$ cat config.mk
export PLATFORM = sky130hd
export DESIGN_NAME = i2c_register_map_adc_averaging_unit_flat
export DESIGN_NICKNAME = d
export VERILOG_FILES = /design/src/sv/i2cadc_pkg.sv /design/src/sv/i2cadc_stream_if.sv /design/src/sv/i2cadc_ram.sv /design/src/sv/i2c_register_map_adc_averaging_unit.sv /design/src/flat_wrapper.sv
export VERILOG_INCLUDE_DIRS = /design/src /design/src/sv
export SDC_FILE = /design/constraint.sdc
export NUM_CORES = 2
export LEC_CHECK = 0
export ABC_AREA = 1
export BUFFER_PORTS_ARGS = -buffer_cell sky130_fd_sc_hd__buf_2
export CAP_MARGIN = 20
export CORE_MARGIN = 2
export CORE_UTILIZATION = 45
export DETAILED_ROUTE_END_ITERATION = 10
export PLACE_DENSITY = 0.6
export RECOVER_POWER = 100
export SLEW_MARGIN = 20
export SYNTH_ARGS = -nofsm -noshare
export SYNTH_HDL_FRONTEND = slang
export SYNTH_HIERARCHICAL = 1
export SYNTH_SLANG_ARGS = --single-unit
$ cat constraint.sdc
create_clock -name clk_i -period 10.2 [get_ports clk_i]
set_input_delay 3.06 -clock clk_i [delete_from_list [all_inputs] [get_ports clk_i]]
set_output_delay 3.06 -clock clk_i [all_outputs]
set_load 0.1 [all_outputs]
$ cat src/sv/i2c_register_map_adc_averaging_unit_macros.svh
// Assertion macros shared by the I2C register map and ADC averaging unit.
`ifndef I2C_REGISTER_MAP_ADC_AVERAGING_UNIT_MACROS_SVH
`define I2C_REGISTER_MAP_ADC_AVERAGING_UNIT_MACROS_SVH

// A condition that must hold at every clock edge outside reset.
`define I2CADC_ASSERT(label, cond, msg) \
  label: assert property (@(posedge clk_i) disable iff (!rst_ni) (cond)) else $error(msg);

// A condition that must hold in the same cycle as its trigger.
`define I2CADC_ASSERT_IMP(label, ante, cons, msg) \
  label: assert property (@(posedge clk_i) disable iff (!rst_ni) (ante) |-> (cons)) \
    else $error(msg);

// A condition that must hold in the cycle after its trigger.
`define I2CADC_ASSERT_NEXT(label, ante, cons, msg) \
  label: assert property (@(posedge clk_i) disable iff (!rst_ni) (ante) |=> (cons)) \
    else $error(msg);

`endif

$ cat src/sv/i2cadc_pkg.sv
// Package with item types, command codes and register map constants.
`timescale 1ns / 1ps
package i2cadc_pkg;

  localparam int unsigned PTR_W = 7;
  localparam int unsigned MAP_CHANNELS = 9;

  typedef enum logic [2:0] {
    CMD_ADDR_MATCH = 3'd0,
    CMD_WRITE_BYTE = 3'd1,
    CMD_READ_BYTE  = 3'd2,
    CMD_STOP       = 3'd3,
    CMD_BUS_RESET  = 3'd4,
    CMD_ADC_SAMPLE = 3'd5
  } cmd_e;

  typedef enum logic [1:0] {
    CFG_BOARD_KIND       = 2'd0,
    CFG_FIRMWARE_VERSION = 2'd1,
    CFG_HARDWARE_VERSION = 2'd2
  } cfg_idx_e;

  localparam logic [PTR_W-1:0] REG_BOARD_KIND       = 7'h00;
  localparam logic [PTR_W-1:0] REG_FIRMWARE_VERSION = 7'h01;
  localparam logic [PTR_W-1:0] REG_HARDWARE_VERSION = 7'h02;
  localparam logic [PTR_W-1:0] REG_COMMAND          = 7'h03;
  localparam logic [PTR_W-1:0] REG_SOC_TEMP         = 7'h04;
  localparam logic [PTR_W-1:0] REG_BOARD_TEMP       = 7'h05;
  localparam logic [PTR_W-1:0] REG_IRQ_FIRST        = 7'h06;
  localparam logic [PTR_W-1:0] REG_IRQ_LAST         = 7'h09;

  localparam logic [7:0] UNMAPPED_BYTE = 8'hFF;

  // Averaged channels visible on the bus, with their high and low byte addresses.
  localparam logic [3:0] MEAN_CHAN [MAP_CHANNELS] = '{
    4'd0, 4'd1, 4'd2, 4'd3, 4'd7, 4'd8, 4'd9, 4'd14, 4'd15
  };
  localparam logic [PTR_W-1:0] MEAN_HI_ADDR [MAP_CHANNELS] = '{
    7'h29, 7'h31, 7'h33, 7'h35, 7'h37, 7'h39, 7'h41, 7'h43, 7'h45
  };
  localparam logic [PTR_W-1:0] MEAN_LO_ADDR [MAP_CHANNELS] = '{
    7'h30, 7'h32, 7'h34, 7'h36, 7'h38, 7'h40, 7'h42, 7'h44, 7'h46
  };

  typedef struct packed {
    logic [2:0]  command;
    logic        dir_is_write;
    logic [7:0]  data_byte;
    logic [3:0]  channel;
    logic [11:0] sample;
    logic [7:0]  soc_temp;
    logic [7:0]  board_temp;
  } in_item_t;

  typedef struct packed {
    logic [7:0]  read_data;
    logic [7:0]  active_command;
    logic [11:0] channel_average;
  } out_item_t;

endpackage

$ cat src/sv/i2cadc_stream_if.sv
// Valid/ready channel that carries one item per handshake.
`timescale 1ns / 1ps
interface i2cadc_stream_if #(
  parameter type item_t = logic
);
  logic  valid;
  logic  ready;
  item_t payload;

  modport source (output valid, output payload, input ready);
  modport sink (input valid, input payload, output ready);
endinterface

$ cat src/sv/i2cadc_ram.sv
// Generic single-write, single-read RAM with registered read data.
`timescale 1ns / 1ps
module i2cadc_ram #(
  parameter int unsigned WIDTH = 12,
  parameter int unsigned DEPTH = 64
) (
  input  logic                     clk_i,
  input  logic                     we_i,
  input  logic [$clog2(DEPTH)-1:0] waddr_i,
  input  logic [WIDTH-1:0]         wdata_i,
  input  logic                     re_i,
  input  logic [$clog2(DEPTH)-1:0] raddr_i,
  output logic [WIDTH-1:0]         rdata_o
);

  logic [WIDTH-1:0] mem_q [DEPTH];

  always_ff @(posedge clk_i) begin
    if (we_i) begin
      mem_q[waddr_i] <= wdata_i;
    end
    if (re_i) begin
      rdata_o <= mem_q[raddr_i];
    end
  end

endmodule

$ cat src/sv/i2c_register_map_adc_averaging_unit.sv
// Top level of the I2C register map with its bank of ADC moving-average filters.
//
//   channel   direction  handshake        carries
//   item_i    in         valid / ready    bus event or ADC sample
//   result_o  out        valid / ready    read byte, active command, channel average
//   apb       in         psel / penable   identification bytes
//
// One item is accepted per cycle while the output is not stalled; its result passes
// through the processing stage register into the output register. The sample store
// RAM is read when a sample is accepted and written in the processing stage, which
// also updates the pointer, commands and running sums. Reset clears the pointer,
// commands, running sums, slot counters and fill flags; no clearing pass runs.
// A stalled output holds the processing stage, which in turn holds off new items.
`timescale 1ns / 1ps
`include "i2c_register_map_adc_averaging_unit_macros.svh"
module i2c_register_map_adc_averaging_unit
  import i2cadc_pkg::*;
#(
  parameter int unsigned CHANNELS    = 16,
  parameter int unsigned DEPTH_SHIFT = 2,
  parameter int unsigned REG_COUNT   = 71,
  parameter int unsigned SAMPLE_BITS = 12
) (
  input  logic                   clk_i,
  input  logic                   rst_ni,
  i2cadc_stream_if.sink          item_i,
  i2cadc_stream_if.source        result_o,
  input  logic                   psel,
  input  logic                   penable,
  input  logic                   pwrite,
  input  logic [3:0]             paddr,
  input  logic [31:0]            pwdata,
  output logic [31:0]            prdata,
  output logic                   pready
);

  localparam int unsigned CH_W    = (CHANNELS > 1) ? $clog2(CHANNELS) : 1;
  localparam int unsigned RAM_D   = CHANNELS << DEPTH_SHIFT;
  localparam int unsigned AW      = $clog2(RAM_D);
  localparam int unsigned SUM_W   = SAMPLE_BITS + DEPTH_SHIFT;
  localparam logic [8:0]  RC1     = 9'(REG_COUNT);
  localparam logic [8:0]  RC2     = 9'(2 * REG_COUNT);

  typedef struct packed {
    logic [2:0]             command;
    logic                   dir_is_write;
    logic [7:0]             data_byte;
    logic                   ch_ok;
    logic [CH_W-1:0]        ch_idx;
    logic [DEPTH_SHIFT-1:0] slot;
    logic                   filled;
    logic [SAMPLE_BITS-1:0] smp;
    logic [7:0]             soc_temp;
    logic [7:0]             board_temp;
  } stage_t;

  // Configuration registers.
  logic [7:0] cfg_q [3];
  logic       cfg_we;

  assign pready = 1'b1;
  assign cfg_we = psel && penable && pwrite;

  always_ff @(posedge clk_i or negedge rst_ni) begin
    if (!rst_ni) begin
      cfg_q[0] <= '0;
      cfg_q[1] <= '0;
      cfg_q[2] <= '0;
    end else if (cfg_we) begin
      case (cfg_idx_e'(paddr[3:2]))
        CFG_BOARD_KIND:       cfg_q[0] <= pwdata[7:0];
        CFG_FIRMWARE_VERSION: cfg_q[1] <= pwdata[7:0];
        CFG_HARDWARE_VERSION: cfg_q[2] <= pwdata[7:0];
        default: ;
      endcase
    end
  end

  always_comb begin
    case (cfg_idx_e'(paddr[3:2]))
      CFG_BOARD_KIND:       prdata = 32'(cfg_q[0]);
      CFG_FIRMWARE_VERSION: prdata = 32'(cfg_q[1]);
      CFG_HARDWARE_VERSION: prdata = 32'(cfg_q[2]);
      default:              prdata = '0;
    endcase
  end

  // Handshake control.
  logic      s1_valid_q;
  logic      out_valid_q;
  logic      s1_adv;
  logic      in_fire;
  stage_t    s1_q;
  stage_t    s1_d;
  out_item_t out_q;
  out_item_t out_d;
  cmd_e      s1_cmd;

  assign s1_adv        = s1_valid_q && (!out_valid_q || result_o.ready);
  assign item_i.ready  = !s1_valid_q || s1_adv;
  assign in_fire       = item_i.valid && item_i.ready;
  assign result_o.valid   = out_valid_q;
  assign result_o.payload = out_q;
  assign s1_cmd        = cmd_e'(s1_q.command);

  // Accept side: slot counters advance here so the next sample sees them at once.
  logic [DEPTH_SHIFT-1:0] slot_q [CHANNELS];
  logic                   filled_q [CHANNELS];
  logic [CH_W-1:0]        in_ch_idx;
  logic                   in_ch_ok;
  logic                   in_is_sample;
  logic [15:0]            in_smp_wide;
  logic [DEPTH_SHIFT-1:0] in_slot;
  logic                   in_filled;

  assign in_ch_idx    = item_i.payload.channel[CH_W-1:0];
  assign in_ch_ok     = {1'b0, item_i.payload.channel} < 5'(CHANNELS);
  assign in_is_sample = cmd_e'(item_i.payload.command) == CMD_ADC_SAMPLE;
  assign in_smp_wide  = 16'(item_i.payload.sample);
  assign in_slot      = in_ch_ok ? slot_q[in_ch_idx] : '0;
  assign in_filled    = in_ch_ok ? filled_q[in_ch_idx] : 1'b0;

  always_comb begin
    s1_d.command      = item_i.payload.command;
    s1_d.dir_is_write = item_i.payload.dir_is_write;
    s1_d.data_byte    = item_i.payload.data_byte;
    s1_d.ch_ok        = in_ch_ok;
    s1_d.ch_idx       = in_ch_idx;
    s1_d.slot         = in_slot;
    s1_d.filled       = in_filled;
    s1_d.smp          = in_smp_wide[SAMPLE_BITS-1:0];
    s1_d.soc_temp     = item_i.payload.soc_temp;
    s1_d.board_temp   = item_i.payload.board_temp;
  end

  always_ff @(posedge clk_i or negedge rst_ni) begin
    if (!rst_ni) begin
      for (int i = 0; i < CHANNELS; i++) begin
        slot_q[i]   <= '0;
        filled_q[i] <= 1'b0;
      end
    end else if (in_fire && in_is_sample && in_ch_ok) begin
      slot_q[in_ch_idx] <= in_slot + 1'b1;
      // Once the slot wraps, every entry of the channel holds a written sample.
      if (in_slot == {DEPTH_SHIFT{1'b1}}) begin
        filled_q[in_ch_idx] <= 1'b1;
      end
    end
  end

  // Sample store.
  logic             ram_we;
  logic [AW-1:0]    ram_waddr;
  logic             ram_re;
  logic [AW-1:0]    ram_raddr;
  logic [SAMPLE_BITS-1:0] ram_rdata;

  assign ram_re    = in_fire && in_is_sample && in_ch_ok;
  assign ram_raddr = AW'({in_ch_idx, in_slot});
  assign ram_we    = s1_adv && s1_cmd == CMD_ADC_SAMPLE && s1_q.ch_ok;
  assign ram_waddr = AW'({s1_q.ch_idx, s1_q.slot});

  i2cadc_ram #(
    .WIDTH (SAMPLE_BITS),
    .DEPTH (RAM_D)
  ) u_sample_ram (
    .clk_i   (clk_i),
    .we_i    (ram_we),
    .waddr_i (ram_waddr),
    .wdata_i (s1_q.smp),
    .re_i    (ram_re),
    .raddr_i (ram_raddr),
    .rdata_o (ram_rdata)
  );

  // Processing stage state.
  logic [PTR_W-1:0]       ptr_q, ptr_d;
  logic                   load_pend_q, load_pend_d;
  logic [7:0]             pend_cmd_q, pend_cmd_d;
  logic [7:0]             latched_q, latched_d;
  logic [SUM_W-1:0]       sum_q [CHANNELS];
  logic [SUM_W-1:0]       sum_new;
  logic [SAMPLE_BITS-1:0] old_smp;
  logic [SAMPLE_BITS-1:0] mean_new;
  logic [15:0]            mean_new_wide;
  logic [SAMPLE_BITS-1:0] mean_all [16];
  logic [8:0]             mod_r0, mod_r1, mod_r2;
  logic [PTR_W:0]         ptr_inc;
  logic [PTR_W-1:0]       ptr_step;
  logic [7:0]             rd_byte;

  for (genvar k = 0; k < 16; k++) begin : g_mean
    if (k < CHANNELS) begin : g_on
      assign mean_all[k] = SAMPLE_BITS'(sum_q[k] >> DEPTH_SHIFT);
    end else begin : g_off
      assign mean_all[k] = '0;
    end
  end

  // Pointer load: the byte is below four times the register count.
  assign mod_r0 = {1'b0, s1_q.data_byte};
  assign mod_r1 = (mod_r0 >= RC2) ? mod_r0 - RC2 : mod_r0;
  assign mod_r2 = (mod_r1 >= RC1) ? mod_r1 - RC1 : mod_r1;

  assign ptr_inc  = {1'b0, ptr_q} + 1'b1;
  assign ptr_step = (ptr_inc == (PTR_W + 1)'(REG_COUNT)) ? '0 : ptr_inc[PTR_W-1:0];

  assign old_smp       = s1_q.filled ? ram_rdata : '0;
  assign sum_new       = sum_q[s1_q.ch_idx] - SUM_W'(old_smp) + SUM_W'(s1_q.smp);
  assign mean_new      = SAMPLE_BITS'(sum_new >> DEPTH_SHIFT);
  assign mean_new_wide = 16'(mean_new);

  always_comb begin
    logic [15:0] m;
    m = '0;
    if (ptr_q == REG_BOARD_KIND) begin
      rd_byte = cfg_q[0];
    end else if (ptr_q == REG_FIRMWARE_VERSION) begin
      rd_byte = cfg_q[1];
    end else if (ptr_q == REG_HARDWARE_VERSION) begin
      rd_byte = cfg_q[2];
    end else if (ptr_q == REG_SOC_TEMP) begin
      rd_byte = s1_q.soc_temp;
    end else if (ptr_q == REG_BOARD_TEMP) begin
      rd_byte = s1_q.board_temp;
    end else if (ptr_q == REG_COMMAND
                 || (ptr_q >= REG_IRQ_FIRST && ptr_q <= REG_IRQ_LAST)) begin
      rd_byte = 8'h00;
    end else begin
      rd_byte = UNMAPPED_BYTE;
    end
    for (int i = 0; i < MAP_CHANNELS; i++) begin
      m = 16'(mean_all[MEAN_CHAN[i]]);
      if (ptr_q == MEAN_HI_ADDR[i]) begin
        rd_byte = m[15:8];
      end
      if (ptr_q == MEAN_LO_ADDR[i]) begin
        rd_byte = m[7:0];
      end
    end
  end

  always_comb begin
    ptr_d       = ptr_q;
    load_pend_d = load_pend_q;
    pend_cmd_d  = pend_cmd_q;
    latched_d   = latched_q;
    out_d.read_data       = 8'h00;
    out_d.channel_average = '0;
    case (s1_cmd)
      CMD_ADDR_MATCH: begin
        if (s1_q.dir_is_write) begin
          load_pend_d = 1'b1;
        end
      end
      CMD_WRITE_BYTE: begin
        if (load_pend_q) begin
          ptr_d       = mod_r2[PTR_W-1:0];
          load_pend_d = 1'b0;
        end else begin
          if (ptr_q == REG_COMMAND) begin
            pend_cmd_d = s1_q.data_byte;
          end
          ptr_d = ptr_step;
        end
      end
      CMD_READ_BYTE: begin
        out_d.read_data = rd_byte;
        ptr_d           = ptr_step;
      end
      CMD_STOP: begin
        latched_d = pend_cmd_q;
      end
      CMD_BUS_RESET: begin
        ptr_d       = '0;
        load_pend_d = 1'b0;
        pend_cmd_d  = '0;
        latched_d   = '0;
      end
      CMD_ADC_SAMPLE: begin
        if (s1_q.ch_ok) begin
          out_d.channel_average = mean_new_wide[11:0];
        end
      end
      default: ;
    endcase
    out_d.active_command = latched_d;
  end

  always_ff @(posedge clk_i or negedge rst_ni) begin
    if (!rst_ni) begin
      s1_valid_q  <= 1'b0;
      out_valid_q <= 1'b0;
      ptr_q       <= '0;
      load_pend_q <= 1'b0;
      pend_cmd_q  <= '0;
      latched_q   <= '0;
      for (int i = 0; i < CHANNELS; i++) begin
        sum_q[i] <= '0;
      end
    end else begin
      if (item_i.ready) begin
        s1_valid_q <= item_i.valid;
      end
      if (s1_adv) begin
        out_valid_q <= 1'b1;
      end else if (result_o.ready) begin
        out_valid_q <= 1'b0;
      end
      if (s1_adv) begin
        ptr_q       <= ptr_d;
        load_pend_q <= load_pend_d;
        pend_cmd_q  <= pend_cmd_d;
        latched_q   <= latched_d;
        if (s1_cmd == CMD_ADC_SAMPLE && s1_q.ch_ok) begin
          sum_q[s1_q.ch_idx] <= sum_new;
        end
      end
    end
  end

  always_ff @(posedge clk_i) begin
    if (in_fire) begin
      s1_q <= s1_d;
    end
    if (s1_adv) begin
      out_q <= out_d;
    end
  end

  `I2CADC_ASSERT(a_ptr_in_range, 8'(ptr_q) < 8'(REG_COUNT), "register pointer out of range")
  `I2CADC_ASSERT_NEXT(a_bus_reset_clears, s1_adv && s1_cmd == CMD_BUS_RESET, ptr_q == '0 && !load_pend_q && latched_q == '0, "bus reset left context behind")
  `I2CADC_ASSERT_NEXT(a_read_data_zero, s1_adv && s1_cmd != CMD_READ_BYTE, out_q.read_data == 8'h00, "read data set on a non-read item")
  `I2CADC_ASSERT_IMP(a_stall_blocks_input, s1_valid_q && out_valid_q && !result_o.ready, !item_i.ready, "item taken while the pipeline is stalled")

endmodule

$ cat src/flat_wrapper.sv
// flat-port wrapper written by rule: the top's interface ports become plain ports
module i2c_register_map_adc_averaging_unit_flat import i2cadc_pkg::*;
#(
  parameter int unsigned CHANNELS    = 16,
  parameter int unsigned DEPTH_SHIFT = 2,
  parameter int unsigned REG_COUNT   = 71,
  parameter int unsigned SAMPLE_BITS = 12
)
  (clk_i, rst_ni, psel, penable, pwrite, paddr, pwdata, prdata, pready, item_i_valid, item_i_payload, item_i_ready, result_o_valid, result_o_payload, result_o_ready);
  i2cadc_stream_if #(.item_t(in_item_t)) item_i_i ();
  i2cadc_stream_if #(.item_t(out_item_t)) result_o_i ();
  input  logic clk_i;
  input  logic rst_ni;
  input  logic psel;
  input  logic penable;
  input  logic pwrite;
  input  logic [3:0] paddr;
  input  logic [31:0] pwdata;
  output logic [31:0] prdata;
  output logic pready;
  input wire logic [$bits(item_i_i.valid)-1:0] item_i_valid;
  input wire logic [$bits(item_i_i.payload)-1:0] item_i_payload;
  output wire logic [$bits(item_i_i.ready)-1:0] item_i_ready;
  output wire logic [$bits(result_o_i.valid)-1:0] result_o_valid;
  output wire logic [$bits(result_o_i.payload)-1:0] result_o_payload;
  input wire logic [$bits(result_o_i.ready)-1:0] result_o_ready;
  assign item_i_i.valid = item_i_valid;
  assign item_i_i.payload = item_i_payload;
  assign item_i_ready = item_i_i.ready;
  assign result_o_valid = result_o_i.valid;
  assign result_o_payload = result_o_i.payload;
  assign result_o_i.ready = result_o_ready;
  i2c_register_map_adc_averaging_unit #(.CHANNELS(CHANNELS), .DEPTH_SHIFT(DEPTH_SHIFT), .REG_COUNT(REG_COUNT), .SAMPLE_BITS(SAMPLE_BITS)) u_core (.clk_i(clk_i), .rst_ni(rst_ni), .item_i(item_i_i), .result_o(result_o_i), .psel(psel), .penable(penable), .pwrite(pwrite), .paddr(paddr), .pwdata(pwdata), .prdata(prdata), .pready(pready));
endmodule
==> qor.yml <==
synth_cells: 4947
skew_ns: 0.0384
worstSetupPathType: "reg -> reg"
status: "finished, violations left"
cts_resized: 0
slew_viol_final: 1234
syn_area_per_cell_um2: 10.4
hold_path_class: "reg -> reg"
ys_ff_latch: 1177
die_h_um: 342
root_buffer: "clkbuf_16"
yosys-top-cells-count: "nand2_1 (1560), edfxtp_1 (855), nand3_1 (707), o21ai_0 (331), dfrtp_1 (322)"
rsz0062_at_grt: "no"
min_period_ns: 8.37
whs_endpoint: "u_core/filled_q[2]"
drc_errors: 0
num_vias: 36502
reg2reg_depth: 22
place_congestion: 0.937
slew_headroom: -2.14
fin_area_um2: 56900
worstPathArrival_ns: 8.79
wire_per_inst_um: 21.3
yosysSeqAreaShare: 0.655
nFillCells: 10398
yosysTopAreaCell: "edfxtp_1"
worstPathRequired_ns: 10.63
synth.area.top_cells: "edfxtp_1 (50%), dfrtp_1 (16%), nand2_1 (11%)"
holdPathStages: 2
syn_area_um2: 51500
period_share: 0.820
die-area_um2: 117000
hp-start: "u_core/filled_q[2]"
drive_above_1_share: 0.0611
cap_violations: 25
worstMarginPinSlew_ns: 4.71
ant_nets: 0
num_rows: 124
die_x_um: 342
vias_per_cell: 5.52
r2r_end: "u_core/result_o.payload[9]"
synth_edf_count: 855
routed_wl_um: 141000
cts_made_buffers: 131
insertion_delay_ns: 0.74
synth_cell_types: 64
clkSlewWorstSetupHoldPaths_ns: 0.06
holdBufCountCts: 0
synth_top_area_frac: 0.499
cp_max_fo: 32
initial_core_util: 0.452
fmax_mhz: 120
htreeDepth: 4
grt_pass1_vias: 34187
grt_pass1_wl_um: 213000
worst_slack_ns: 1.83
cellPowerDensity_nw_per_um2: 223
grt_max_degree: 202
endpoint_kind: "flop"
multi_input_area_um2: 15200
finalNetCount: 5120
setup_viol: 0
reg2reg_slack_ns: 1.83
seqCellArea_um2: 33700
violations: "capacitance limit, slew limit"
grt_overflow: 0
grt_usage: 0.238
numClockSinks: 1177
drt-pass1-iter-count: 6
cp-start-kind: "flop"
yosysWarnings: 6
cts.path.max_buffers: 3
syn_to_final_growth_pct: 10.5
place_area_um2: 53200
core_um2: 114000
irDropWorstVdd_v: 0.000181
io-pin-count: 150
preCtsSetupSlack_ns: 2.65
power_mw: 12.7
hold_viol_final: 0
cts_tree: "built"
reg2reg_from: "u_core/ram_waddr[3]"
total_leakage_power_nw: 22.0
finish.utilization: 0.500
hpwlAfterDp_um: 84600
async_flop_share: 0.274
antenna_found_initial: 0
cts_setup_buffers: 0
drtIter0Drc: 3445
finalSetupTns_ns: 0
synth.most_common_cell: "nand2_1"
synthFlopType: "edfxtp_1"
portBuffers: 98
layout make-up:
cell class	instances	share of cell area
multi-input combinational	3240	0.267
antenna	1	0.0000440
sequential	1177	0.593
clock buffer	166	0.0614
tap	1512	0.0333
inverter	266	0.0179
clock inverter	70	0.0116
timing repair buffer	184	0.0162
routing by layer:
metal	vias to the layer above	part of all wire	global-route usage
li1	17115	-	-
met1	17719	0.42	0.324
met2	1379	0.47	0.381
met3	289	0.065	0.0359
met4	0	0.046	0.106
met5	-	0	0
worst max-delay path, cell delays in order (launching register included):
cell	delay, ns
edfxtp_1	0.69
nand2_1	0.41
inv_1	0.78
clkbuf_1	1.41
a22oi_1	0.36
o221ai_1	0.23
a221oi_1	0.20
fa_1	0.55
inv_1	0.04
ha_1	0.36
inv_1	0.06
o31ai_1	0.39
a21o_1	0.17
a21oi_1	0.07
or2_0	0.22
nand2_1	0.07
a21oi_1	0.09
o21ai_0	0.33
a21oi_2	0.08
o21ai_0	0.31
xnor2_1	0.16
clkbuf_1	0.93
nor2_1	0.09
where the power goes:
group          total [mW]  internal (mW)  leakage (nW)  switching (mW)
logic                2.44          0.583          8.03            1.85
registers            5.64           5.46          11.9           0.185
clock network        4.59           2.66          2.04            1.92
total                12.7           8.70          22.0            3.96
registers in the layout (all words and copies together), names as in the netlist, 12 cells and up:
register                     flops
u_core/u_sample_ram/rdata_o     12
u_core/mean_all                192
u_core/sum_q                    32
u_core/s1_q                     30
u_core/u_sample_ram/mem_q      768
u_core/filled_q                 16
u_core/result_o.payload         28
u_core/cfg_q                    24
u_core/slot_q                   32
per-stage QoR:
stage,std cells,hold WS [ns]
CTS,6614,0.453
global route,6615,0.464
global placement,6378,0.435
finish,6616,0.449
detailed placement,6378,0.440
floorplan,4970,0.424
kinds of logic (layout without fill, tap and decap cells):
| group | Yosys count | in the layout | share of synthesized area |
|---|---|---|---|
| adder cells (fa/ha/maj) | 33 | 33 | 0.00977 |
| XOR/XNOR | 25 | 25 | 0.00476 |
| other | 2 | 26 | 0.000146 |
| buffers and inverters | 553 | 686 | 0.0516 |
| AO/OA/AOI/OAI | 667 | 667 | 0.0758 |
| flip-flops | 1177 | 1177 | 0.655 |
| AND/OR/NAND/NOR | 2490 | 2490 | 0.203 |
worst max path at each step:
| stage | slack (ns) | endpoint | start |
|---|---|---|---|
| after detailed placement | 2.65 | prdata[3] | paddr[2] |
| after CTS | 2.64 | prdata[3] | paddr[2] |
| after global routing | 1.53 | u_core/mean_all[81] | u_core/ram_waddr[3] |
| final | 1.83 | u_core/result_o.payload[9] | u_core/ram_waddr[3] |
| after floorplan | 2.21 | prdata[0] | paddr[3] |
| after global placement | 2.64 | prdata[3] | paddr[2] |
placed cells by master (no fill, tap or decap), types with 10 or more instances in the layout:
cell type     n
buf_4        21
nand4_1      16
a22oi_1     108
nor2_1      151
o221ai_1     13
clkinv_2     24
conb_1       25
nand2_1    1560
xor2_1       16
clkbuf_16   133
clkinv_1     24
a21oi_1     115
clkbuf_1    137
o21ai_0     347
nand3_1     707
edfxtp_1    855
buf_2        48
nor4_1       14
inv_2        10
o22ai_1      21
fa_1         12
o31ai_1      14
ha_1         21
dfrtp_1     322
inv_1       250
No activity file was read; power rests on OpenSTA's default activity.
